[config.mk]
export PLATFORM = sky130hd
export DESIGN_NAME = sniffer_serial_frame_parser_top
export DESIGN_NICKNAME = d
export VERILOG_FILES = /design/src/sv/sfp_pkg.sv /design/src/sv/sniffer_serial_frame_parser_top.sv
export SDC_FILE = /design/constraint.sdc
export NUM_CORES = 1
export LEC_CHECK = 0
export BUFFER_PORTS_ARGS = -buffer_cell sky130_fd_sc_hd__buf_2
export CAP_MARGIN = 20
export CORE_MARGIN = 4
export CORE_UTILIZATION = 45
export DETAILED_ROUTE_END_ITERATION = 8
export GPL_TIMING_DRIVEN = 0
export PLACE_DENSITY = 0.63
export SLEW_MARGIN = 15
export SYNTH_ARGS = -nofsm -noshare
export SYNTH_HDL_FRONTEND = slang
export SYNTH_SLANG_ARGS = --single-unit
[constraint.sdc]
create_clock -name clock -period 28.3 [get_ports clock]
set_clock_uncertainty 0.15 [all_clocks]
set_input_delay 2.83 -clock clock [delete_from_list [all_inputs] [get_ports clock]]
set_output_delay 2.83 -clock clock [all_outputs]
set_load 0.03 [all_outputs]
[src/sv/sfp_pkg.sv]
// Shared constants and result type of the sniffer serial frame parser.
`timescale 1ns / 1ps

package sfp_pkg;

   // Framing bytes and info codes
   localparam logic [7:0] SOF0      = 8'h40;
   localparam logic [7:0] SOF1      = 8'h53;
   localparam logic [7:0] EOF1      = 8'h45;
   localparam logic [7:0] INFO_CMD  = 8'h80;
   localparam logic [7:0] INFO_DATA = 8'hC0;
   localparam logic [7:0] INFO_ERR  = 8'hC1;
   localparam logic [1:0] DIR_BAD   = 2'h3;

   // Fixed body bytes of a data frame around its payload
   localparam logic [15:0] DATA_OVERHEAD = 16'd12;

   // Data frame body positions
   localparam int unsigned POS_TS_END  = 6;
   localparam int unsigned POS_CHANNEL = 6;
   localparam int unsigned POS_DIR     = 9;
   localparam int unsigned POS_PAYLOAD = 10;

   // Result kinds
   localparam logic [2:0] KIND_PAYLOAD  = 3'd0;
   localparam logic [2:0] KIND_DATA_END = 3'd1;
   localparam logic [2:0] KIND_CMD_END  = 3'd2;
   localparam logic [2:0] KIND_ERR_END  = 3'd3;
   localparam logic [2:0] KIND_REJECT   = 3'd4;

   typedef struct packed {
      logic [2:0]  kind;
      logic [7:0]  payload_byte;
      logic [11:0] payload_length;
      logic [47:0] stamp_us;
      logic [7:0]  channel;
      logic [1:0]  direction;
      logic [7:0]  rssi_magnitude;
      logic        crc_ok;
      logic        checksum_ok;
      logic        last;
   } result_type;

endpackage

[src/sv/sniffer_serial_frame_parser_top.sv]
// Top level of the sniffer serial frame parser: byte parser, result register and skid stage.
`timescale 1ns / 1ps

// The parser takes one serial byte per beat on the req_ channel and can accept a beat in
// every clock cycle while req_tready is high, so it sustains one byte per cycle. Each byte
// updates the frame state (phase, body position, length, info byte, running checksum and the
// held data frame fields) in a single registered step; any result it causes is registered
// into the result register, or the skid stage while that is held. A result register followed
// by a one-entry skid stage parts the two sides: bytes keep flowing while a result waits,
// and req_tready falls only when both stages hold a result, as when a result arrives behind
// a stalled one. Payload bytes of data frames stream out as kind 0 beats with tlast low;
// every frame end and every reject is a single beat with tlast high. Data frames are parsed
// but give no payload or data end beats while capture is disabled. The user must write the
// capture bit through csr_wr_en and csr_wr_data only while the block is idle; the block does
// not enforce it. Reset clears the bit. No storage needs clearing after reset.
module sniffer_serial_frame_parser_top
   import sfp_pkg::*;
#(
   parameter int unsigned MAX_FRAME_BYTES = 4096
) (
   input  logic        clock,
   input  logic        reset,
   // Configuration
   input  logic        csr_wr_en,
   input  logic        csr_wr_data,    // capture_enabled
   // Byte input
   input  logic        req_tvalid,
   output logic        req_tready,
   input  logic [7:0]  req_tdata,      // rx_byte
   // Results
   output logic        rsp_tvalid,
   input  logic        rsp_tready,
   output logic [87:0] rsp_tdata,      // payload_byte, payload_length, stamp_us, channel,
                                       // direction, rssi_magnitude, crc_ok, checksum_ok
   output logic [2:0]  rsp_tuser,      // kind
   output logic        rsp_tlast       // last
);

   // Body positions never reach MAX_FRAME_BYTES, so this many bits cover them.
   localparam int unsigned POS_W = $clog2(MAX_FRAME_BYTES);
   localparam logic [16:0] LIMIT_OTHER = 17'(MAX_FRAME_BYTES - 7);
   localparam logic [16:0] LIMIT_CMD   = 17'(MAX_FRAME_BYTES - 8);

   typedef enum logic [3:0] {
      PH_HUNT0, PH_HUNT1, PH_INFO, PH_LENLO, PH_LENHI, PH_BODY, PH_FCS, PH_END0, PH_END1
   } phase_type;

   // Parser state
   phase_type        phase_ff, phase_in;
   logic [POS_W-1:0] pos_ff, pos_in;
   logic [15:0]      len_ff, len_in;
   logic [7:0]       info_ff, info_in;
   logic [7:0]       sum_ff, sum_in;
   logic [47:0]      ts_ff, ts_in;
   logic [7:0]       chan_ff, chan_in;
   logic [1:0]       dir_ff, dir_in;
   logic [7:0]       rssi_ff, rssi_in;
   logic             crc_ff, crc_in;
   logic             capture_ff;

   // Result stages
   logic       out_vld_ff, skid_vld_ff;
   result_type out_ff, skid_ff;
   logic       res_vld;
   result_type res;

   logic             accept;
   logic             take;
   logic [POS_W-1:0] pos_next;
   logic [15:0]      pos_wide;
   logic [15:0]      len_new;
   logic             data_full;
   logic             body_done;

   assign accept   = req_tvalid && req_tready;
   assign take     = out_vld_ff && rsp_tready;
   assign pos_next = pos_ff + POS_W'(1);
   assign pos_wide = 16'(pos_ff);
   assign len_new  = {req_tdata, len_ff[7:0]};
   assign data_full = (info_ff == INFO_DATA) && (len_ff >= DATA_OVERHEAD);
   assign body_done = 16'(pos_next) >= len_ff;

   always_comb begin
      phase_in = phase_ff;
      pos_in   = pos_ff;
      len_in   = len_ff;
      info_in  = info_ff;
      sum_in   = sum_ff;
      ts_in    = ts_ff;
      chan_in  = chan_ff;
      dir_in   = dir_ff;
      rssi_in  = rssi_ff;
      crc_in   = crc_ff;
      res_vld  = 1'b0;
      res      = '0;
      res.last = 1'b1;

      case (phase_ff)
         PH_HUNT0: begin
            if (req_tdata == SOF0) begin
               phase_in = PH_HUNT1;
            end
         end
         PH_HUNT1: begin
            if (req_tdata == SOF1) begin
               // A new frame starts: forget everything held from the last one.
               phase_in = PH_INFO;
               pos_in   = '0;
               len_in   = '0;
               info_in  = '0;
               sum_in   = '0;
               ts_in    = '0;
               chan_in  = '0;
               dir_in   = '0;
               rssi_in  = '0;
               crc_in   = 1'b0;
            end else if (req_tdata != SOF0) begin
               phase_in = PH_HUNT0;
            end
         end
         PH_INFO: begin
            info_in  = req_tdata;
            sum_in   = req_tdata;
            phase_in = PH_LENLO;
         end
         PH_LENLO: begin
            len_in   = {8'h00, req_tdata};
            sum_in   = sum_ff + req_tdata;
            phase_in = PH_LENHI;
         end
         PH_LENHI: begin
            len_in = len_new;
            sum_in = sum_ff + req_tdata;
            pos_in = '0;
            if ({1'b0, len_new} > ((info_ff == INFO_CMD) ? LIMIT_CMD : LIMIT_OTHER)) begin
               phase_in = PH_HUNT0;
               res_vld  = 1'b1;
               res.kind = KIND_REJECT;
            end else if (len_new == 16'd0) begin
               phase_in = (info_ff == INFO_CMD) ? PH_FCS : PH_END0;
            end else begin
               phase_in = PH_BODY;
            end
         end
         PH_BODY: begin
            sum_in = sum_ff + req_tdata;
            if (data_full) begin
               if (pos_wide < 16'(POS_TS_END)) begin
                  ts_in[{pos_ff[2:0], 3'b000} +: 8] = req_tdata;
               end else if (pos_wide == 16'(POS_CHANNEL)) begin
                  chan_in = req_tdata;
               end else if (pos_wide == 16'(POS_DIR)) begin
                  dir_in = (req_tdata[1:0] == DIR_BAD) ? 2'd0 : req_tdata[1:0];
               end else if (pos_wide == len_ff - 16'd2) begin
                  rssi_in = req_tdata;
               end else if (pos_wide == len_ff - 16'd1) begin
                  crc_in = req_tdata[7];
               end else if (pos_wide >= 16'(POS_PAYLOAD) && capture_ff) begin
                  res_vld          = 1'b1;
                  res.kind         = KIND_PAYLOAD;
                  res.payload_byte = req_tdata;
                  res.last         = 1'b0;
               end
            end
            pos_in = pos_next;
            if (body_done) begin
               phase_in = (info_ff == INFO_CMD) ? PH_FCS : PH_END0;
            end
         end
         PH_FCS: begin
            crc_in   = (sum_ff == req_tdata);
            phase_in = PH_END0;
         end
         PH_END0: begin
            if (req_tdata != SOF0) begin
               phase_in = PH_HUNT0;
               res_vld  = 1'b1;
               res.kind = KIND_REJECT;
            end else begin
               phase_in = PH_END1;
            end
         end
         PH_END1: begin
            phase_in = PH_HUNT0;
            if (req_tdata != EOF1) begin
               res_vld  = 1'b1;
               res.kind = KIND_REJECT;
            end else if (info_ff == INFO_CMD) begin
               res_vld            = 1'b1;
               res.kind           = KIND_CMD_END;
               res.payload_length = len_ff[11:0];
               res.checksum_ok    = crc_ff;
            end else if (info_ff == INFO_ERR) begin
               res_vld            = 1'b1;
               res.kind           = KIND_ERR_END;
               res.payload_length = len_ff[11:0];
            end else if (info_ff != INFO_DATA) begin
               res_vld  = 1'b1;
               res.kind = KIND_REJECT;
            end else if (capture_ff) begin
               res_vld = 1'b1;
               if (len_ff < DATA_OVERHEAD) begin
                  res.kind = KIND_REJECT;
               end else begin
                  res.kind           = KIND_DATA_END;
                  res.payload_length = 12'(len_ff - DATA_OVERHEAD);
                  res.stamp_us       = ts_ff;
                  res.channel        = chan_ff;
                  res.direction      = dir_ff;
                  res.rssi_magnitude = rssi_ff;
                  res.crc_ok         = crc_ff;
               end
            end
         end
         default: begin
            phase_in = PH_HUNT0;
         end
      endcase
   end

   // Parser state and configuration
   always_ff @(posedge clock) begin
      if (reset) begin
         phase_ff   <= PH_HUNT0;
         capture_ff <= 1'b0;
      end else begin
         if (csr_wr_en) begin
            capture_ff <= csr_wr_data;
         end
         if (accept) begin
            phase_ff <= phase_in;
         end
      end
   end

   always_ff @(posedge clock) begin
      if (accept) begin
         pos_ff  <= pos_in;
         len_ff  <= len_in;
         info_ff <= info_in;
         sum_ff  <= sum_in;
         ts_ff   <= ts_in;
         chan_ff <= chan_in;
         dir_ff  <= dir_in;
         rssi_ff <= rssi_in;
         crc_ff  <= crc_in;
      end
   end

   // Result register and skid stage. The skid entry only fills while the result
   // register is held by a stalled consumer, and empties first when it drains.
   always_ff @(posedge clock) begin
      if (reset) begin
         out_vld_ff  <= 1'b0;
         skid_vld_ff <= 1'b0;
      end else begin
         if (!out_vld_ff || take) begin
            if (skid_vld_ff) begin
               out_vld_ff  <= 1'b1;
               skid_vld_ff <= 1'b0;
            end else begin
               out_vld_ff <= accept && res_vld;
            end
         end else if (accept && res_vld) begin
            skid_vld_ff <= 1'b1;
         end
      end
   end

   always_ff @(posedge clock) begin
      if (!out_vld_ff || take) begin
         out_ff <= skid_vld_ff ? skid_ff : res;
      end else if (accept && res_vld) begin
         skid_ff <= res;
      end
   end

   assign req_tready = !skid_vld_ff;
   assign rsp_tvalid = out_vld_ff;
   assign rsp_tuser  = out_ff.kind;
   assign rsp_tlast  = out_ff.last;
   assign rsp_tdata  = {out_ff.checksum_ok, out_ff.crc_ok, out_ff.rssi_magnitude,
                        out_ff.direction, out_ff.channel, out_ff.stamp_us,
                        out_ff.payload_length, out_ff.payload_byte};

`ifndef SYNTHESIS
   // The skid entry is only ever occupied behind a full result register.
   assert property (@(posedge clock) disable iff (reset) skid_vld_ff |-> out_vld_ff)
      else $error("skid stage holds a result while the result register is empty");

   // Within a frame body the position never passes the length.
   assert property (@(posedge clock) disable iff (reset)
      (phase_ff == PH_BODY) |-> (pos_wide < len_ff))
      else $error("body position ran past the frame length");

   // Any byte taken at the second end byte returns the parser to hunting.
   assert property (@(posedge clock) disable iff (reset)
      (accept && phase_ff == PH_END1) |=> (phase_ff == PH_HUNT0))
      else $error("parser did not resume hunting after the end of a frame");

   // A payload beat never closes a run; every other kind does.
   assert property (@(posedge clock) disable iff (reset)
      rsp_tvalid |-> (rsp_tlast == (rsp_tuser != KIND_PAYLOAD)))
      else $error("tlast does not match the result kind");
`endif

endmodule
# Word-level counts from Yosys, hierarchy flattened
# Cells that the tools add are included.
[totals] regBits=302 input_bits=14 out_inout_bits=94 wordCells=216
[op_classes] add_sub_neg=6 order_cmp=6 n_eq_ne=36 shifts=2 mux=99 n_bitwise=2 reduce_logical=31
[ops] cell="$mux 79" n=3
[ops] cell="$mux 80" n=2
[ops] cell="$mux 48" n=3
[ops] cell="$mux 8" n=17
[ops] cell="$mux 67" n=2
[ops] cell="$pmux 48 s2" n=1
[ops] cell="$mux 92" n=1
[ops] cell="$bwmux 48" n=1
[ops] cell="$pmux 16 s3" n=1
[ops] cell="$pmux 8 s2" n=3
[ops] cell="$shift 8x8->48 const A" n=1
[ops] cell="$shiftx 8x8->48" n=1
[ops] cell="$mux 12" n=3
[ops] cell="$pmux 12 s3" n=1
[ops] cell="$mux 1" n=33
[ops] cell="$eq 12x16->1" n=2
[ops] cell="$pmux 4 s8" n=1
[ops] cell="$ne 2x2->1 const B" n=13
[ops] cell="$eq 8x8->1 const B" n=3
[ops] cell="$mux 3" n=8
[ops] cell="$mux 4" n=6
[ops] cell="$pmux 8 s3" n=1
[ops] cell="$eq 4x3->1 const B" n=4
[ops] cell="$eq 8x7->1 const B" n=2
[ops] cell="other kinds (46)" n=69

# Longest topological paths before layout
[logic_depth] depth_word=12 depth_mapped=13 ltp_nobuf=13

# Worst setup path after synthesis
# OpenSTA, ideal clock, no wires.
[synth_timing] path_kind="input port to flip-flop" from="input rsp_tready" to="register skid_ff[0] (netlist name), enable pin" setup_time_ps=655 arrival_ps=11498 t_required_ps=27495 path_slack_ps=15997 cell_stages=2 path_buffers=0 cell_sequence="nand2b_1 -> nor3_1"
[synth_via] elab_chain_len=4
[synth_lines] item="from (decl)" line_no="sniffer_serial_frame_parser_top.sv:32" rtl="input logic rsp_tready,"
[synth_lines] item="$logic_and 1x1->1" line_no="sniffer_serial_frame_parser_top.sv:76" rtl="assign take = out_vld_ff && rsp_tready;"
[synth_lines] item="$logic_or 1x1->1" line_no="sniffer_serial_frame_parser_top.sv:271" rtl="if (!out_vld_ff || take) begin"
[synth_lines] item="$not 1->1 (no line)"
[synth_lines] item="$reduce_and 2->1 (no line)"
[synth_lines] item="to (signal assigned)" line_no="sniffer_serial_frame_parser_top.sv:274" rtl="skid_ff <= res;"
[synth_lines] item="to (decl)" line_no="sniffer_serial_frame_parser_top.sv:63" rtl="result_type out_ff, skid_ff;"
# Every way passes these cells.
# A chain may end at the register's enable or synchronous reset.

# Worst setup path after layout
[layout_timing] from="input req_tdata[7]" to="register out_ff, in the netlist rsp_tdata[9] (data pin)"
[layout_via] elab_chain_len=4
[layout_lines] item="from (decl)" line_no="sniffer_serial_frame_parser_top.sv:29" rtl="input logic [7:0] req_tdata,"
[layout_lines] item="$ne 8x7->1" line_no="sniffer_serial_frame_parser_top.sv:185" rtl="if (req_tdata != EOF1) begin"
[layout_lines] item="$mux 80" line_no="sniffer_serial_frame_parser_top.sv:185"
[layout_lines] item="$mux 80" line_no="sniffer_serial_frame_parser_top.sv:98" rtl="case (phase_ff)"
[layout_lines] item="$mux 92" line_no="sniffer_serial_frame_parser_top.sv:272" rtl="out_ff <= skid_vld_ff ? skid_ff : res;"
[layout_lines] item="to (signal assigned)" line_no="sniffer_serial_frame_parser_top.sv:272"
[layout_lines] item="to (decl)" line_no="sniffer_serial_frame_parser_top.sv:63"
# Every way passes these cells.

==> summary.md <==
| Metric | Value |
|---|---|
| Status | `completed` |
| Period utilization | `20.43%` |
| Sum Neg Setup Slack | `0 ns` |
| Internal power | `730.0 uW` |
| Area growth from synthesis to layout | `15.78%` |
| Largest net degree at the start of global routing | `56` |
| Synth area leader | `edfxtp_1` |
| Cts repair resizes | `0` |
| IO Count | `108` |
| Layout cells sized above 1 | `21.02%` |
| DRT antenna net count | `0` |
| CP Cell Sequence | `buf_2, nor2_1, nand4b_1, or4b_2, nor3_2, clkbuf_1, nor2_1, clkbuf_1, o31ai_1` |
| Synth warn | `0` |
| Flop pwr share | `53.1%` |
| Remaining global-route overflow | `0` |
| WL/cell | `20.61 um` |
| Top Metal Used | `met4` |
| # diodes | `0` |
| Mapped Area | `0.01443 mm^2` |
| Met3 Wirelength | `2040 um` |
| CP Launch Type | `input pin` |
| Non-filler cells, final | `1715` |
| Synth Net Count | `1178` |
| Crit Path Max Fanout | `10` |
| Sequential fraction of the synthesis area | `62.37%` |
| Synth area leaders | `edfxtp_1 61%, mux2_2 6.0%, and2_1 4.2%` |
| Power per cell area | `54.86 mW/mm^2` |
| Port Buffers | `106` |
| MaxCap Viol Count | `0` |
| # DRC | `0` |
| R2R Setup Slk | `23.26 ns` |
| Initial antenna violation count | `1` |
| CP bufs+invs | `3` |
| Cell variety after synth | `65` |
| Yosys reg bits | `302` |
| CP endpoint kind | `register` |
| CP peak stage delay | `0.76 ns` |
| Hold WC Path Type | `reg2reg` |
| Worst path arrival time | `5.94 ns` |
| Switching Share | `20.35%` |
| Worst path top cell family by delay | `simple AND/OR/NAND/NOR gates` |
| Post-Syn Area per Cell | `12.75 um^2` |
| Placed cells | `1656` |
| Top cell type's share of synthesized area | `61.39%` |
| GPL Wtd Cong | `0.9205` |
| Fraction of registers with async set/reset | `0%` |
| Starting density of the core | `45.73%` |
| First-pass GRT wire length | `54280 um` |
| Die area | `0.03499 mm^2` |
| Final setup fails | `0` |
| DR WL met2 | `15630 um` |
| Die W | `187.1 um` |
| CTS Hold Buffers Added | `0` |
| Comb pwr share | `2.1%` |
| Max Clock Freq | `172.9 MHz` |
| H-tree levels | `2` |
| Pins Over Slew Limit | `0` |
| Worst Path Required | `28.45 ns` |
| Dpl hpwl | `25290 um` |
| Post-Route WL | `35350 um` |
| CTS tree | `done` |
| Worst IR drop on VDD | `38.64 uV` |
| Root Buffer | `clkbuf_16` |
| Most used DFF post-synth | `edfxtp_1` |
| Multi-input logic area | `0.005132 mm^2` |
| CP max stage cell | `nor3_2` |
| CTS Buffer Depth | `3` |
| Post-synth EDFFs | `295` |
| Critical path type | `in2reg` |
| Hold_ws | `0.3807 ns` |
| Register area | `0.008999 mm^2` |
| Final hold vios | `0` |
| Reg clk slew, reported paths | `0.06 ns` |
| Initial DRC count | `662` |
| WL met1 | `16780 um` |
| Vias per cell | `5.534` |
| Die height | `187.1 um` |
| All-layer global routing usage | `19.61%` |
| Cell count after synthesis | `1132` |
| Clk sinks | `302` |
| # rows | `65` |
| Core box area | `0.03156 mm^2` |
| Filler cells | `2769` |
| Clk Latency, worst-skew pair | `0.50 ns` |
| Vias post-DR | `9491` |
| P_sw | `186.6 uW` |
| Period minus WS final | `5.783 ns` |
| Drt pass-1 iters | `6` |
| Clock power share | `44.8%` |
| Vias in the first global route | `9193` |
| P_leak | `6.574 nW` |
| RSZ-0062 raised after global routing | `no` |
| Nets | `1336` |
| Slew HR | `33.31%` |
| Post-CTS setup buffer count | `0` |
| Worst slew pin tran | `0.9982 ns` |
| CTS buffer count | `34` |
-- worst register-to-register path, stage by stage (launching register included) --
cell,delay (ns)
edfxtp_1,0.50
inv_1,0.29
ha_1,0.33
a21boi_1,0.49
or4b_1,0.48
a31oi_1,0.24
nor4_2,0.09
nor4_1,0.48
buf_6,0.22
nor2_1,0.07
nor3_2,0.55
buf_6,0.24
buf_4,0.22
buf_6,0.18
buf_4,0.21
-- logic make-up (layout without fill, tap and decap cells) --
family          Yosys count  after routing  share of synthesized area [%]
mux                      99             99                          7.744
flops                   302            302                          62.37
compound gates          136            136                          6.009
buf+inv                  86            267                          2.359
simple gates            427            427                          15.66
xor+xnor                 50             50                          3.035
fa+ha+maj                32             32                          2.827
-- metrics by stage --
| stage | setup slack, ns | total power, mW | util [%] | cell area [um^2] |
|---|---|---|---|---|
| 3_3_place_gp | 11.79 | 0.5146 | 49.00 | 15460 |
| 2_1_floorplan | 16.00 | 0.5060 | - | 14430 |
| 6_report | 22.52 | 0.9165 | 52.94 | 16710 |
| 4_1_cts | 22.53 | 0.9247 | 52.94 | 16710 |
| 3_5_place_dp | 22.01 | 0.5150 | 49.69 | 15680 |
| 5_1_grt | 22.37 | 0.9432 | 52.94 | 16710 |
-- flip-flops by register name (all words and copies together), names as in the netlist, 2 cells and up --
register	count
skid_ff	92
rsp_tdata	88
ts_ff	48
len_ff	16
pos_ff	12
chan_ff	8
info_ff	8
rssi_ff	8
sum_ff	8
phase_ff	4
rsp_tuser	3
dir_ff	2
-- cell usage in the layout (no fill, tap or decap), drive strengths merged, types with 6 or more instances in the layout --
master and count:
nand3 25, ha 31, nand2 99, a21oi 56
a31oi 6, o21ai 12, o21bai 7, or4 7
o31ai 14, nor4 17, mux2 83, dfxtp 7
xor2 19, inv 26, o211ai 6, mux2i 16
nor2 73, edfxtp 295, buf 130, a21o 11
clkinv 10, nor2b 15, and2 102, nand4 6
and3 26, clkbuf 98, xnor2 31, nor3 20
nand2b 13
-- area by class of cell --
type	count	share of cell area, %
Tap cell	402	3.011
Clock inverter	14	0.6141
Multi-Input combinational cell	744	30.72
Clock buffer	45	5.527
Sequential cell	302	53.86
Buffer	61	1.475
Timing Repair Buffer	122	4.224
Inverter	25	0.5617
-- final timing paths --
check / from / endpoint / cells after the start
worst min register to register: skid_ff[76]$_DFFE_PP_ / rsp_tdata[15]$_DFFE_PP_ / 2
worst max register to register: len_ff[2]$_DFFE_PP_ / skid_ff[54]$_DFFE_PP_ / 14
worst max-delay path: req_tdata[7] / rsp_tdata[9]$_DFFE_PP_ / 9
worst min-delay path: skid_ff[76]$_DFFE_PP_ / rsp_tdata[15]$_DFFE_PP_ / 2
-- synth_stat cells, types with 7 or more instances --
cell      count
nor2_1       73
a21o_1       11
xor2_1       19
and3_1       26
o21ai_0      11
xnor2_1      31
and2_1       96
nand3_1      25
o21bai_1      7
mux2i_1      16
nor2b_1      15
nand2b_1     13
mux2_2       77
clkbuf_1     53
o31ai_1      14
ha_1         31
nor3_1       19
edfxtp_1    295
nor4_1       16
dfxtp_1       7
inv_1        24
a21oi_1      56
nand2_1      99
-- power by group through the flow --
stage                     Clock [mW]  Combinational [mW]  Sequential, mW
final                          0.411              0.0192           0.487
after global routing           0.436              0.0205           0.487
after CTS                      0.419              0.0190           0.487
after detailed placement           0              0.0189           0.496
after global placement             0              0.0184           0.496
after floorplan                    0             0.00914           0.497
-- routing by layer --
| metal | track usage (%) | vias up |
|---|---|---|
| met2 | 29.81 | 281 |
| li1 | - | 4476 |
| met1 | 29.37 | 4685 |
| met4 | 5.375 | 0 |
| met5 | 0 | - |
| met3 | 3.247 | 49 |
Power figures use the tool's default switching activity.
